## src/lba_pkg.sv

```systemverilog
// lba_pkg: shared types and constants for the link bandwidth admission block.
// No dependencies.
package lba_pkg;

	localparam int COST_W   = 16;  // cost field width
	localparam int BW_W     = 40;  // clamped request bandwidth width
	localparam int LBW_W    = 42;  // stored limit / used bandwidth width
	localparam int LIDX_W   = 4;   // link index field width
	localparam int TIDX_W   = 8;   // ticket index field width
	localparam int KBPS_W   = 31;
	localparam int PROD_W   = LBW_W + COST_W;  // used * MAX_COST
	localparam int DCNT_W   = $clog2(COST_W);

	localparam int LINKS_DEF    = 16;
	localparam int TICKETS_DEF  = 256;
	localparam int MAX_COST_DEF = 10000;
	localparam int OOS_COST_DEF = 10001;

	localparam logic [9:0] KBPS_SCALE = 10'd1000;
	localparam logic [1:0] TYPE_UNSUPPORTED = 2'd3;

	typedef enum logic [1:0] {
		CMD_EVAL   = 2'd0,
		CMD_NARROW = 2'd1,
		CMD_FREE   = 2'd2,
		CMD_CONFIG = 2'd3
	} cmd_t;

	typedef enum logic [1:0] {
		ST_OK      = 2'd0,
		ST_UNKNOWN = 2'd1,
		ST_NO_BW   = 2'd2,
		ST_BAD_TYPE = 2'd3
	} status_t;

	typedef struct packed {
		logic [LBW_W-1:0] limit;
		logic [LBW_W-1:0] used;
	} link_entry_t;

	typedef struct packed {
		logic [BW_W-1:0]   bw;
		logic [LIDX_W-1:0] link;
	} ticket_entry_t;

	typedef struct packed {
		logic busy;
		logic done;
	} div_stat_t;

endpackage

```

## src/lba_div.sv

```systemverilog
// lba_div: restoring divider, one quotient bit per cycle.
// Depends on lba_pkg. Quotient must fit in COST_W bits.
module lba_div import lba_pkg::*; (
	input  logic              clk,
	input  logic              arst_n,
	input  logic              start,
	input  logic [PROD_W-1:0] dividend,
	input  logic [LBW_W-1:0]  divisor,
	output logic [COST_W-1:0] quot,
	output div_stat_t         stat
);

	logic [PROD_W-1:0] rem_q;
	logic [PROD_W-1:0] dvs_q;
	logic [COST_W-1:0] quo_q;
	logic [DCNT_W-1:0] cnt_q;
	logic              run_q;
	logic              done_q;
	logic              ge;

	assign ge = rem_q >= dvs_q;

	always_ff @(posedge clk or negedge arst_n) begin
		if (!arst_n) begin
			run_q  <= 1'b0;
			done_q <= 1'b0;
			cnt_q  <= '0;
		end else begin
			done_q <= 1'b0;
			if (start) begin
				run_q <= 1'b1;
				cnt_q <= DCNT_W'(COST_W - 1);
			end else if (run_q) begin
				if (cnt_q == '0) begin
					run_q  <= 1'b0;
					done_q <= 1'b1;
				end else begin
					cnt_q <= cnt_q - 1'b1;
				end
			end
		end
	end

	// datapath: divisor starts aligned to the top quotient bit
	always_ff @(posedge clk) begin
		if (start) begin
			rem_q <= dividend;
			dvs_q <= PROD_W'(divisor) << (COST_W - 1);
			quo_q <= '0;
		end else if (run_q) begin
			if (ge)
				rem_q <= rem_q - dvs_q;
			dvs_q <= dvs_q >> 1;
			quo_q <= {quo_q[COST_W-2:0], ge};
		end
	end

	assign quot      = quo_q;
	assign stat.busy = run_q;
	assign stat.done = done_q;

endmodule

```

## config.mk

```make
export PLATFORM = sky130hd
export DESIGN_NAME = lba_div
export DESIGN_NICKNAME = d
export VERILOG_FILES = /design/src/lba_pkg.sv /design/src/lba_div.sv
export SDC_FILE = /design/constraint.sdc
export NUM_CORES = 1
export LEC_CHECK = 0
export BUFFER_PORTS_ARGS = -buffer_cell sky130_fd_sc_hd__buf_4
export CAP_MARGIN = 15
export CELL_PAD_IN_SITES_DETAIL_PLACEMENT = 0
export CELL_PAD_IN_SITES_GLOBAL_PLACEMENT = 2
export CORE_MARGIN = 2
export CORE_UTILIZATION = 25
export CTS_BUF_LIST = sky130_fd_sc_hd__clkbuf_8
export DETAILED_ROUTE_END_ITERATION = 8
export PLACE_DENSITY = 0.63
export SETUP_SLACK_MARGIN = 0.3
export SLEW_MARGIN = 20
export SYNTH_ARGS = -nofsm -noshare
export SYNTH_HDL_FRONTEND = slang
export SYNTH_SLANG_ARGS = --single-unit
export TNS_END_PERCENT = 1
```

## constraint.sdc

```tcl
create_clock -name clk -period 17.7 [get_ports clk]
set_input_delay 3.54 -clock clk [delete_from_list [all_inputs] [get_ports clk]]
set_output_delay 3.54 -clock clk [all_outputs]
set_load 0.05 [all_outputs]
```

-- Word level (Yosys, flattened, before mapping)
Index checks and enable logic that the tools add are counted.
- bits in writable memories: 0
- output and inout bits: 18
- bits in registers: 137
- bits in read-only memories: 0
- bits of input ports: 103
- memories: 0
- bits in latches: 0
- eq/ne operators: 1
- magnitude comparators: 1
- muxes and demuxes: 14
- multipliers: 0
- divide/modulo/power cells: 0
- shifts and indexed selects: 0
- reduce and logical (&&, ||, !) cells: 5
- bitwise logic cells: 0
- $add $sub $neg: 2
- operators with widths (operator ; count):
    58-bit 2-to-1 mux ; 3
    57-bit 2-to-1 mux ; 2
    58-bit by 57-bit >= comparator with 1-bit output ; 1
    58-bit by 57-bit subtractor with 58-bit output ; 1
    4-bit 2-to-1 mux ; 3
    1-bit 2-to-1 mux ; 6
    4-bit logical NOT ; 1
    2-bit AND reduction ; 2
    2-bit nonzero test ; 2
    4-bit by 1-bit subtractor with 4-bit output (second input constant) ; 1
    2-bit inequality test (second input constant) ; 1

-- Logic depth before layout (Yosys ltp)
Gate-level depths: netlist (run 1).
- depth after elaboration: 4
- gate-level depth with buffers: 13
- mapped depth without buffers: 13

-- Least setup slack after synthesis (run 1)
Ideal clock, no wire load.
- path kind: input -> register
- start: in start
- end: reg rem_q[0], enable pin
- library setup time: 0.490 ns
- cell stages on the path: 4
- arrival: 7.592 ns
- path buffers: 2
- slack: 9.619 ns
- cell sequence: clkbuf_1 > clkbuf_1 > or2_2 > a21boi_1
- word-level cells in the longest chain between the ends: 2
- elaborated cells between the ends (all ways): 3
- those cells by class: 3 x reduce/logical
- ends and longest elaborated chain (item ; line ; RTL):
    from (decl) ; lba_div.sv:6 ; input logic start,
    2-bit nonzero test (no source line) ; -- ;
    2-bit AND reduction (no source line) * ; -- ;
    to (signal assigned) ; lba_div.sv:47 ; rem_q <= dividend;
    to (signal assigned) ; lba_div.sv:52 ; rem_q <= rem_q - dvs_q;
    to (decl) ; lba_div.sv:13 ; logic [PROD_W-1:0] rem_q;
Every way passes the cells marked *; elsewhere a longest branch is shown, timed or not.
A chain may end at the register's enable or synchronous reset.

-- Worst setup path after layout (run 1)
- start: in start
- end: reg rem_q[24], enable pin
The elaborated chain is that of the path after synthesis.

==> results of run 1 <==
## how the worst max path moves through the flow
stage	from	cells after the start	endpoint	slack [ns]
6_report	start	5	rem_q[24]	11.76
5_1_grt	start	5	rem_q[23]	11.48
4_1_cts	start	5	rem_q[23]	11.72
3_5_place_dp	start	5	rem_q[22]	11.19
3_3_place_gp	start	5	rem_q[22]	11.24
2_1_floorplan	start	4	rem_q[0]	9.62
## per-layer routing
layer | vias to the layer above | GRT usage, %
met5 | - | 0
met4 | 0 | 3.732
met3 | 13 | 3.514
met2 | 116 | 21.22
met1 | 3494 | 19.97
li1 | 3792 | -
## sequential cells by signal, summed over array words and instances, names as in the netlist
register  cells
cnt_q         4
quot         16
rem_q        58
run_q         1
dvs_q        57
done_q        1
## cells by family after synthesis
logic type | count (synthesis) | share of synthesized area, %
simple gates | 329 | 15.96
compound gates | 286 | 19.79
flops | 137 | 41.88
buf+inv | 127 | 5.388
fa+ha+maj | 59 | 8.277
xor+xnor | 54 | 5.249
mux | 31 | 3.458
## layout make-up
cell class	instances	area (µm²)	area share, %
Multi-Input combinational cell	759	4762	44.33
Sequential cell	137	3777	35.16
Timing Repair Buffer	126	949.7	8.840
Tap cell	461	576.8	5.369
Inverter	69	259.0	2.411
Clock buffer	17	234.0	2.178
Clock inverter	15	181.4	1.689
Antenna cell	1	2.502	0.02329
## critical path, delay by kind of cell
kind                   cells  cell delay (ns)
buffers and inverters      4             2.19
AOI/OAI and AO/OA          1             0.21
## per-stage QoR
step / std cells / utilization (%) / worst slack [ns] / total power [W]
floorplan: 1023 / - / 9.619 / 0.001187
global placement: 1552 / 29.03 / 11.24 / 0.001427
detailed placement: 1552 / 29.03 / 11.19 / 0.001425
CTS: 1584 / 30.20 / 11.72 / 0.001725
global route: 1584 / 30.20 / 11.48 / 0.001853
finish: 1585 / 30.20 / 11.76 / 0.001702
## placed cells by master (no fill, tap or decap), types with 13 or more instances in the layout
cell      count
a21o_1       34
a21oi_1      55
buf_4       125
clkbuf_8     17
dfxtp_1      31
edfxtp_1    100
ha_1         58
inv_1        69
mux2i_1      30
nand2_1     186
nand4_1      18
nor2_1       58
nor3_1       13
o21ai_0     123
xnor2_1      34
xor2_1       20
## report_power, final
part / switching (W) / leakage [nW] / internal (W) / total [W]
Combinational: 0.000549 / 3.14 / 0.000377 / 0.000926
Sequential: 0.0000299 / 1.39 / 0.000457 / 0.000487
Clock: 0.000146 / 0.218 / 0.000142 / 0.000288
==> impl_metrics.tcl, run 1 <==
set metrics [dict create \
    avgSynthCellArea_um2 8.807 \
    topRoutingLayerUsed "met4" \
    grt_pass1_wl_mm 42.19 \
    synth_flop_cell "edfxtp_1" \
    yosysSeqAreaShare_pct 41.88 \
    crit_path_frequent_cell "buf_4" \
    fin_tns_setup_ns 0 \
    status "finished clean" \
    synth_area_leaders "edfxtp_1 33%, ha_1 8.1%, nand2_1 7.7%, dfxtp_1 6.9%, o21ai_0 6.8%" \
    fin_area_um2 10740 \
    hold_path_class "reg -> reg" \
    rsz0062_at_grt "no" \
    p_per_area_nw_per_um2 158.4 \
    root_buffer "clkbuf_8" \
    routed_via_density 4.678 \
    min_from "quot[15]" \
    synth_common_cells "186 x nand2_1, 123 x o21ai_0, 100 x edfxtp_1" \
    gp_routability_congestion 0.7447 \
    clock_skew_ns 0.01774 \
    maxCapViolations 0 \
    die_width_um 193.8 \
    critPathMaxFanout 81 \
    ys_types 67 \
    route.met3.wl_mm 1.150 \
    cts_made_buffers 17 \
    yosys.area.top_type_share_pct 33.33 \
    ys_ff_latch 137 \
    wl_met1_mm 13.37 \
    drtPass1Iterations 5 \
    path_class "in -> reg" \
    hold_depth 2 \
    ant_nets 0 \
    synth_edf_count 100 \
    period_share_pct 33.57 \
    yosysWarnings 0 \
    dp_hpwl_mm 18.98 \
    max_stage_delay_ns 0.70 \
    report.final.slew_viol_count 0 \
    drt_iter0_markers 309 \
    r2r-end "rem_q[24]" \
    reg2reg_setup_slack_ns 13.30 \
    worst-r2r-cell-count 14 \
    grt.total_usage_pct 14.07 \
    synth_top_area_cell "edfxtp_1" \
    initial_core_util_pct 25.33 \
    cp.arrival_ns 6.04 \
    synth_area_um2 9010 \
    grt_pass1_vias 7565 \
    worst_pin_slew_ns 0.8731 \
    gr-total-overflow 0 \
    vias 7415 \
    max-slew-margin-rel_pct 41.79 \
    cts_num_sinks 137 \
    cp.required_ns 17.80 \
    die-area_um2 37570 \
    finalHoldViolCount 0 \
    core_area_um2 35570 \
    ir_worst_vdd_mv 0.05022 \
    fmax_ghz 0.1683 \
    synth_cells 1023 \
    cpMaxStageDelayCell "buf_4" \
    dpl_cell_area_um2 10320 \
    cts_tree "yes" \
    met2RoutedLength_mm 11.37 \
    htree_levels 4 \
    io_pins 121 \
    areaGrowthSynthToFinish_pct 19.23 \
    hold_end "quot[15]" \
    setup_viol 0 \
    cp-start-kind "primary input" \
    hold_ws_ns 0.5138 \
    grt_start_max_net_pins 89 \
    drc 0 \
    layout.nets 1272 \
    cts.repair.resized 0 \
    clockBufferDepth 2 \
    period_needed_ns 5.942 \
    drive_gt1_share_pct 15.85 \
    die_h_um 193.8 \
    fill_cells 3893 \
    routed_wl_mm 26.20 \
    ctsHoldBuffers 0 \
    rows 69 \
    syn_nets 1185 \
    p_leak_nw 4.746 \
    crit-reg2reg-launch "rem_q[0]" \
    synthArstFlopShare_pct 4.380 \
    post_cts_buffers 0 \
    clock_latency_ns 0.48 \
    wire_per_inst_um 16.53 \
    crit_chain "buf_6, buf_4, inv_1, a21boi_4, buf_4" \
    numPortBuffers 120 \
    clkTransAtPathRegs_ns 0.09 \
    synth.most_common_cell "nand2_1" \
    antenna_found_initial 0 \
    endpoint_kind "flop" \
]
Power figures use the tool's default switching activity.
==> run 2: changes to the inputs <==
- clock period: 17.7 -> 6.2 ns (I/O delays scaled with it)
==> run 2 against run 1 <==
Effect of this change:
- sequential cell count unchanged
- critical path depth up 9
- final area up 0.30%
- clock skew down 0.0022 ns
- setup slack worse by 9.5 ns
- core utilization up 0.091 points
- via count down 0.24%
- clock-buffer cell count up 1
- die area unchanged
- sequential share of layout area down 0.11 points
- critical endpoint is now rem_q[11]
- first-iteration DRC count up 17%
- highest routed layer unchanged
==> impl_metrics.tcl, run 2 (same netlist as run 1, synthesis figures left out) <==
set metrics [dict create \
    worst_pin_slew_ns 0.9592 \
    path_class "reg -> reg" \
    clock_latency_ns 0.47 \
    drc 0 \
    endpoint_kind "flop" \
    ir_worst_vdd_mv 0.1573 \
    hold_path_class "reg -> reg" \
    regMostFlops "rem_q" \
    rsz0062_at_grt "no" \
    drive_gt1_share_pct 15.84 \
    cp.required_ns 6.30 \
    die-area_um2 37570 \
    layout_common_cells "186 x nand2_1, 126 x buf_4, 123 x o21ai_0, 100 x edfxtp_1, 70 x inv_1" \
    numPortBuffers 120 \
    die_width_um 193.8 \
    cts.repair.resized 0 \
    p_per_area_nw_per_um2 454.1 \
    worst-r2r-cell-count 14 \
    htree_levels 4 \
    maxCapViolations 0 \
    fin_cells 1585 \
    critPathMaxFanout 30 \
    initial_core_util_pct 25.33 \
    grt_pass1_wl_mm 41.88 \
    die_h_um 193.8 \
    cts_tree "yes" \
    largest_reg_flops 58 \
    dp_cells 1553 \
    clkTransAtPathRegs_ns 0.09 \
    wire_per_inst_um 16.26 \
    drtPass1Iterations 5 \
    ctsHoldBuffers 0 \
    fmax_ghz 0.2553 \
    layout.nets 1273 \
    drt_iter0_markers 361 \
    grt_pass1_vias 7587 \
    cp-start-kind "flop" \
    core_area_um2 35570 \
    vias 7397 \
    max-slew-margin-rel_pct 36.06 \
    gp_routability_congestion 0.7681 \
    dpl_cell_area_um2 10330 \
    gr-total-overflow 0 \
    grt.total_usage_pct 13.90 \
    routed_via_density 4.667 \
    io_pins 121 \
    fin_area_um2 10780 \
    antenna_cells 0 \
    antenna_found_initial 0 \
    final_common_cell "nand2_1" \
    ant_nets 0 \
    cts_num_sinks 137 \
    cts_made_buffers 17 \
    areaGrowthSynthToFinish_pct 19.59 \
    fin_tns_setup_ns 0 \
    status "finished clean" \
    root_buffer "clkbuf_8" \
    period_needed_ns 3.917 \
    fill_cells 3840 \
    cp.arrival_ns 4.02 \
    p_leak_nw 4.759 \
    dp_hpwl_mm 18.91 \
    finalHoldViolCount 0 \
    rows 69 \
    clockBufferDepth 2 \
    clock_skew_ns 0.01551 \
    post_cts_buffers 0 \
    hold_depth 2 \
    grt_start_max_net_pins 104 \
    period_share_pct 63.18 \
    routed_wl_mm 25.77 \
    setup_viol 0 \
    report.final.slew_viol_count 0 \
]
[run 2: cell count changes in the layout (fill, tap and decap cells not counted)]
cell,change
inv_4,-3
inv_6,-3
clkinv_4,+2
buf_4,+1
bufinv_16,+1
clkbuf_8,+1
clkinvlp_4,+1
diode_2,-1
inv_1,+1
[run 2: path summary, 6_finish.rpt]
path / slack [ns] / endpoint / start
min in group asynchronous: 0.56 / done_q / arst_n
worst min-delay path: 0.52 / dvs_q[0] / dvs_q[0]
worst max register to register: 2.28 / rem_q[11] / rem_q[0]
max in group asynchronous: 5.51 / run_q / arst_n
worst max-delay path: 2.28 / rem_q[11] / rem_q[0]
worst min register to register: 0.52 / dvs_q[0] / dvs_q[0]
[run 2: area by class of cell]
type | count | area, µm² | share of cell area [%]
clock inverters | 14 | 195.2 | 1.811
well taps | 461 | 576.8 | 5.353
inverters | 69 | 259.0 | 2.404
clock buffers | 18 | 247.7 | 2.299
multi-input cells | 759 | 4762 | 44.19
repair buffers | 127 | 957.2 | 8.883
flip-flops and latches | 137 | 3777 | 35.06
[run 2: stage by stage]
stage	util (%)	total power (W)	hold WS, ns	setup WS [ns]
detailed placement	29.05	0.004064	0.4949	2.249
global route	30.29	0.005328	0.5104	2.068
CTS	30.29	0.004952	0.5155	2.225
global placement	29.05	0.004082	0.4754	2.310
finish	30.29	0.004893	0.5158	2.283
floorplan	-	0.003386	0.4647	1.462
[run 2: worst max-delay path, cell delays in order (launching register included)]
cell	delay (ns)
edfxtp_1	0.33
inv_1	0.04
ha_1	0.21
fa_1	0.44
nor2b_4	0.14
o31a_1	0.16
o31a_1	0.15
a211o_4	0.15
a21oi_2	0.09
o221a_4	0.26
o31a_1	0.35
o21a_1	0.23
o311a_1	0.41
a21boi_4	0.17
buf_4	0.43
[run 2: metal layers]
metal  wire [µm]  track usage (%)  share of wire (%)
met1       13100            19.77                 51
met2       11310            21.19                 44
met3        1067            3.409                4.1
met4         295            3.227                1.1
met5           0                0                  0
[run 2: report_power, final]
group          internal [W]  switching [W]  leakage, nW  total (W)
clock network      0.000453       0.000406        0.226   0.000859
logic               0.00108        0.00157         3.14    0.00265
registers           0.00130      0.0000836         1.39    0.00139
total               0.00284        0.00206         4.76    0.00489
==> run 3: changes to the inputs <==
- ABC_AREA: default -> 1
- PLACE_DENSITY: 0.63 -> 0.68
- clock period: 6.2 -> 3.64 ns (I/O delays scaled with it)
==> run 3 against run 2 <==
Effect of this change:
- die area grew 20%
- combinational power is 140% higher
- via count up 37%
- clock power increased by 55%
- sequential power grew 70%
- setup slack worse by 1.5 ns
- synthesized cell count rose by 65%
- final area grew 19%
- sequential share of layout area decreased by 5.6 points
- non-clock buffer count increased by 1
- critical path type unchanged
==> impl_metrics.tcl, run 3 <==
set metrics [dict create \
    drt_iter0_markers 590 \
    final_common_cell "nand2_1" \
    status "finished clean" \
    areaGrowthSynthToFinish_pct 18.36 \
    die_width_um 212.2 \
    worst_pin_slew_ns 0.9066 \
    clockBufferDepth 2 \
    synth_area_leaders "edfxtp_1 28%, nand2_1 23%, inv_1 13%, ha_1 6.7%, dfxtp_1 5.7%" \
    synth_area_um2 10830 \
    wire_per_inst_um 15.76 \
    root_buffer "clkbuf_8" \
    period_needed_ns 2.868 \
    layout_common_cells "650 x nand2_1, 360 x inv_1, 126 x buf_4, 115 x nor2_1, 100 x edfxtp_1" \
    synth_flop_cell "edfxtp_1" \
    clock_power_share_pct 13.3 \
    max-slew-margin-rel_pct 39.56 \
    drive_gt1_share_pct 12.10 \
    clock_skew_ns 0.01789 \
    avgSynthCellArea_um2 6.421 \
    fin_tns_setup_ns 0 \
    p_int_w 0.004796 \
    drtPass1Iterations 4 \
    critPathMaxFanout 58 \
    ys_ff_latch 137 \
    yosysWarnings 0 \
    synth_cells 1687 \
    routed_via_density 4.209 \
    rows 76 \
    ant_nets 0 \
    swShare_pct 51.96 \
    cts_num_sinks 137 \
    period_share_pct 78.80 \
    power_frac_comb_pct 63.0 \
    htree_levels 4 \
    drc 0 \
    layout.nets 1967 \
    regMostFlops "rem_q" \
    power_w 0.009983 \
    cp.required_ns 3.80 \
    ir_worst_vdd_mv 0.2220 \
    clkTransAtPathRegs_ns 0.10 \
    largest_reg_flops 58 \
    die_h_um 212.2 \
    synth_top_area_cell "edfxtp_1" \
    gp_routability_congestion 0.8941 \
    cts_tree "yes" \
    synth_edf_count 100 \
    antenna_found_initial 0 \
    seqPwrFrac_pct 23.7 \
    clock_latency_ns 0.51 \
    vias 10120 \
    setup_viol 0 \
    grt_pass1_wl_mm 58.91 \
    p_leak_nw 6.727 \
    endpoint_kind "flop" \
    synth_common_cells "651 x nand2_1, 361 x inv_1, 115 x nor2_1" \
    yosysSeqAreaShare_pct 34.84 \
    cp.arrival_ns 3.03 \
    grt_pass1_vias 10240 \
    dpl_cell_area_um2 12410 \
    fmax_ghz 0.3487 \
    initial_core_util_pct 25.26 \
    die-area_um2 45010 \
    maxCapViolations 0 \
    hold_ws_ns 0.4728 \
    core_area_um2 42890 \
    report.final.slew_viol_count 0 \
    synthArstFlopShare_pct 4.380 \
    ys_types 40 \
    finalHoldViolCount 0 \
    antenna_cells 0 \
    syn_nets 1849 \
    synth.most_common_cell "nand2_1" \
    gr-total-overflow 0 \
    hold_path_class "reg -> reg" \
    fin_area_um2 12820 \
    numPortBuffers 120 \
    grt.total_usage_pct 17.50 \
    path_class "reg -> reg" \
    rsz0062_at_grt "no" \
    p_per_area_nw_per_um2 778.7 \
    routed_wl_mm 37.86 \
    cp-start-kind "flop" \
    cts_made_buffers 17 \
    dp_hpwl_mm 31.39 \
    yosys.area.top_type_share_pct 27.72 \
    grt_start_max_net_pins 66 \
    power.switching_w 0.005187 \
    io_pins 121 \
]
run 3: cell count changes in the layout (fill, tap and decap cells not counted), moves of 17 or more:
cell     change
xor2_1      -20
a21o_1      -34
inv_1      +290
xnor2_1     -17
mux2i_1     -30
nand2_1    +464
nor2_1      +57
nand3_1     +63
o21ai_0     -55
o22ai_1     +26
run 3: per-stage QoR:
| step | worst slack, ns | instances | utilization, % |
|---|---|---|---|
| finish | 0.7718 | 2403 | 29.89 |
| global route | 0.6152 | 2403 | 29.89 |
| CTS | 0.7642 | 2403 | 29.89 |
| detailed placement | 0.8224 | 2370 | 28.94 |
| global placement | 0.8234 | 2370 | 28.94 |
| floorplan | 0.4101 | 1687 | - |
run 3: power by group through the flow:
stage          clock [W]  sequential (W)  combinational, W
2_1_floorplan          0         0.00241           0.00436
3_3_place_gp           0         0.00238           0.00637
3_5_place_dp           0         0.00240           0.00636
4_1_cts          0.00140         0.00237           0.00640
5_1_grt          0.00144         0.00241           0.00722
6_report         0.00133         0.00236           0.00629
run 3: what timing repair did:
action	in CTS	in global routing
endpoints found under the hold margin	6	0
hold buffers	1	0
resized for setup	0	0
buffers inserted	0	0
run 3: cells by family (layout without fill, tap and decap cells):
group	after synthesis	in the layout	synth area share, %
AO/OA/AOI/OAI	157	157	7.820
XOR/XNOR	17	17	1.375
adder cells (fa/ha/maj)	59	59	6.885
buffers and inverters	397	528	13.87
flip-flops	137	137	34.84
AND/OR/NAND/NOR	920	920	35.21
run 3: final cells by class:
| class | count | area (µm²) |
|---|---|---|
| Fill cell | 4860 | 30070 |
| Multi-Input combinational cell | 1153 | 5558 |
| Sequential cell | 137 | 3774 |
| Inverter | 368 | 1381 |
| Timing Repair Buffer | 128 | 975.9 |
| Tap cell | 585 | 732.0 |
| Clock buffer | 18 | 247.7 |
| Clock inverter | 14 | 151.4 |
run 3: per-layer routing:
metal,vias to the layer above,GRT usage [%],part of all wire [%]
met2,149,28.23,45
met4,0,4.662,1.5
li1,5420,-,-
met5,-,0,0
met1,4523,24.39,51
met3,23,2.482,3.1
run 3: final timing paths:
path                            startpoint  slack (ns)  cells past startpoint   endpoint
worst min-delay path              quot[15]        0.47                      2   quot[15]
worst max-delay path             rem_q[40]        0.77                     10  rem_q[33]
worst max register to register   rem_q[40]        0.77                     10  rem_q[33]
max in group asynchronous           arst_n        2.97                      2   cnt_q[2]
worst min register to register    quot[15]        0.47                      2   quot[15]
min in group asynchronous           arst_n        0.56                      2   cnt_q[3]
run 3: critical path, stage by stage, from the launching register on:
cell and delay (ns):
edfxtp_1 0.38, ha_1 0.40, nand2_1 0.14, nor2_1 0.27
nand2_1 0.15, nor3_1 0.34, nand3_1 0.14, nand3_1 0.14
nand2_1 0.08, nand2_2 0.08, buf_12 0.30
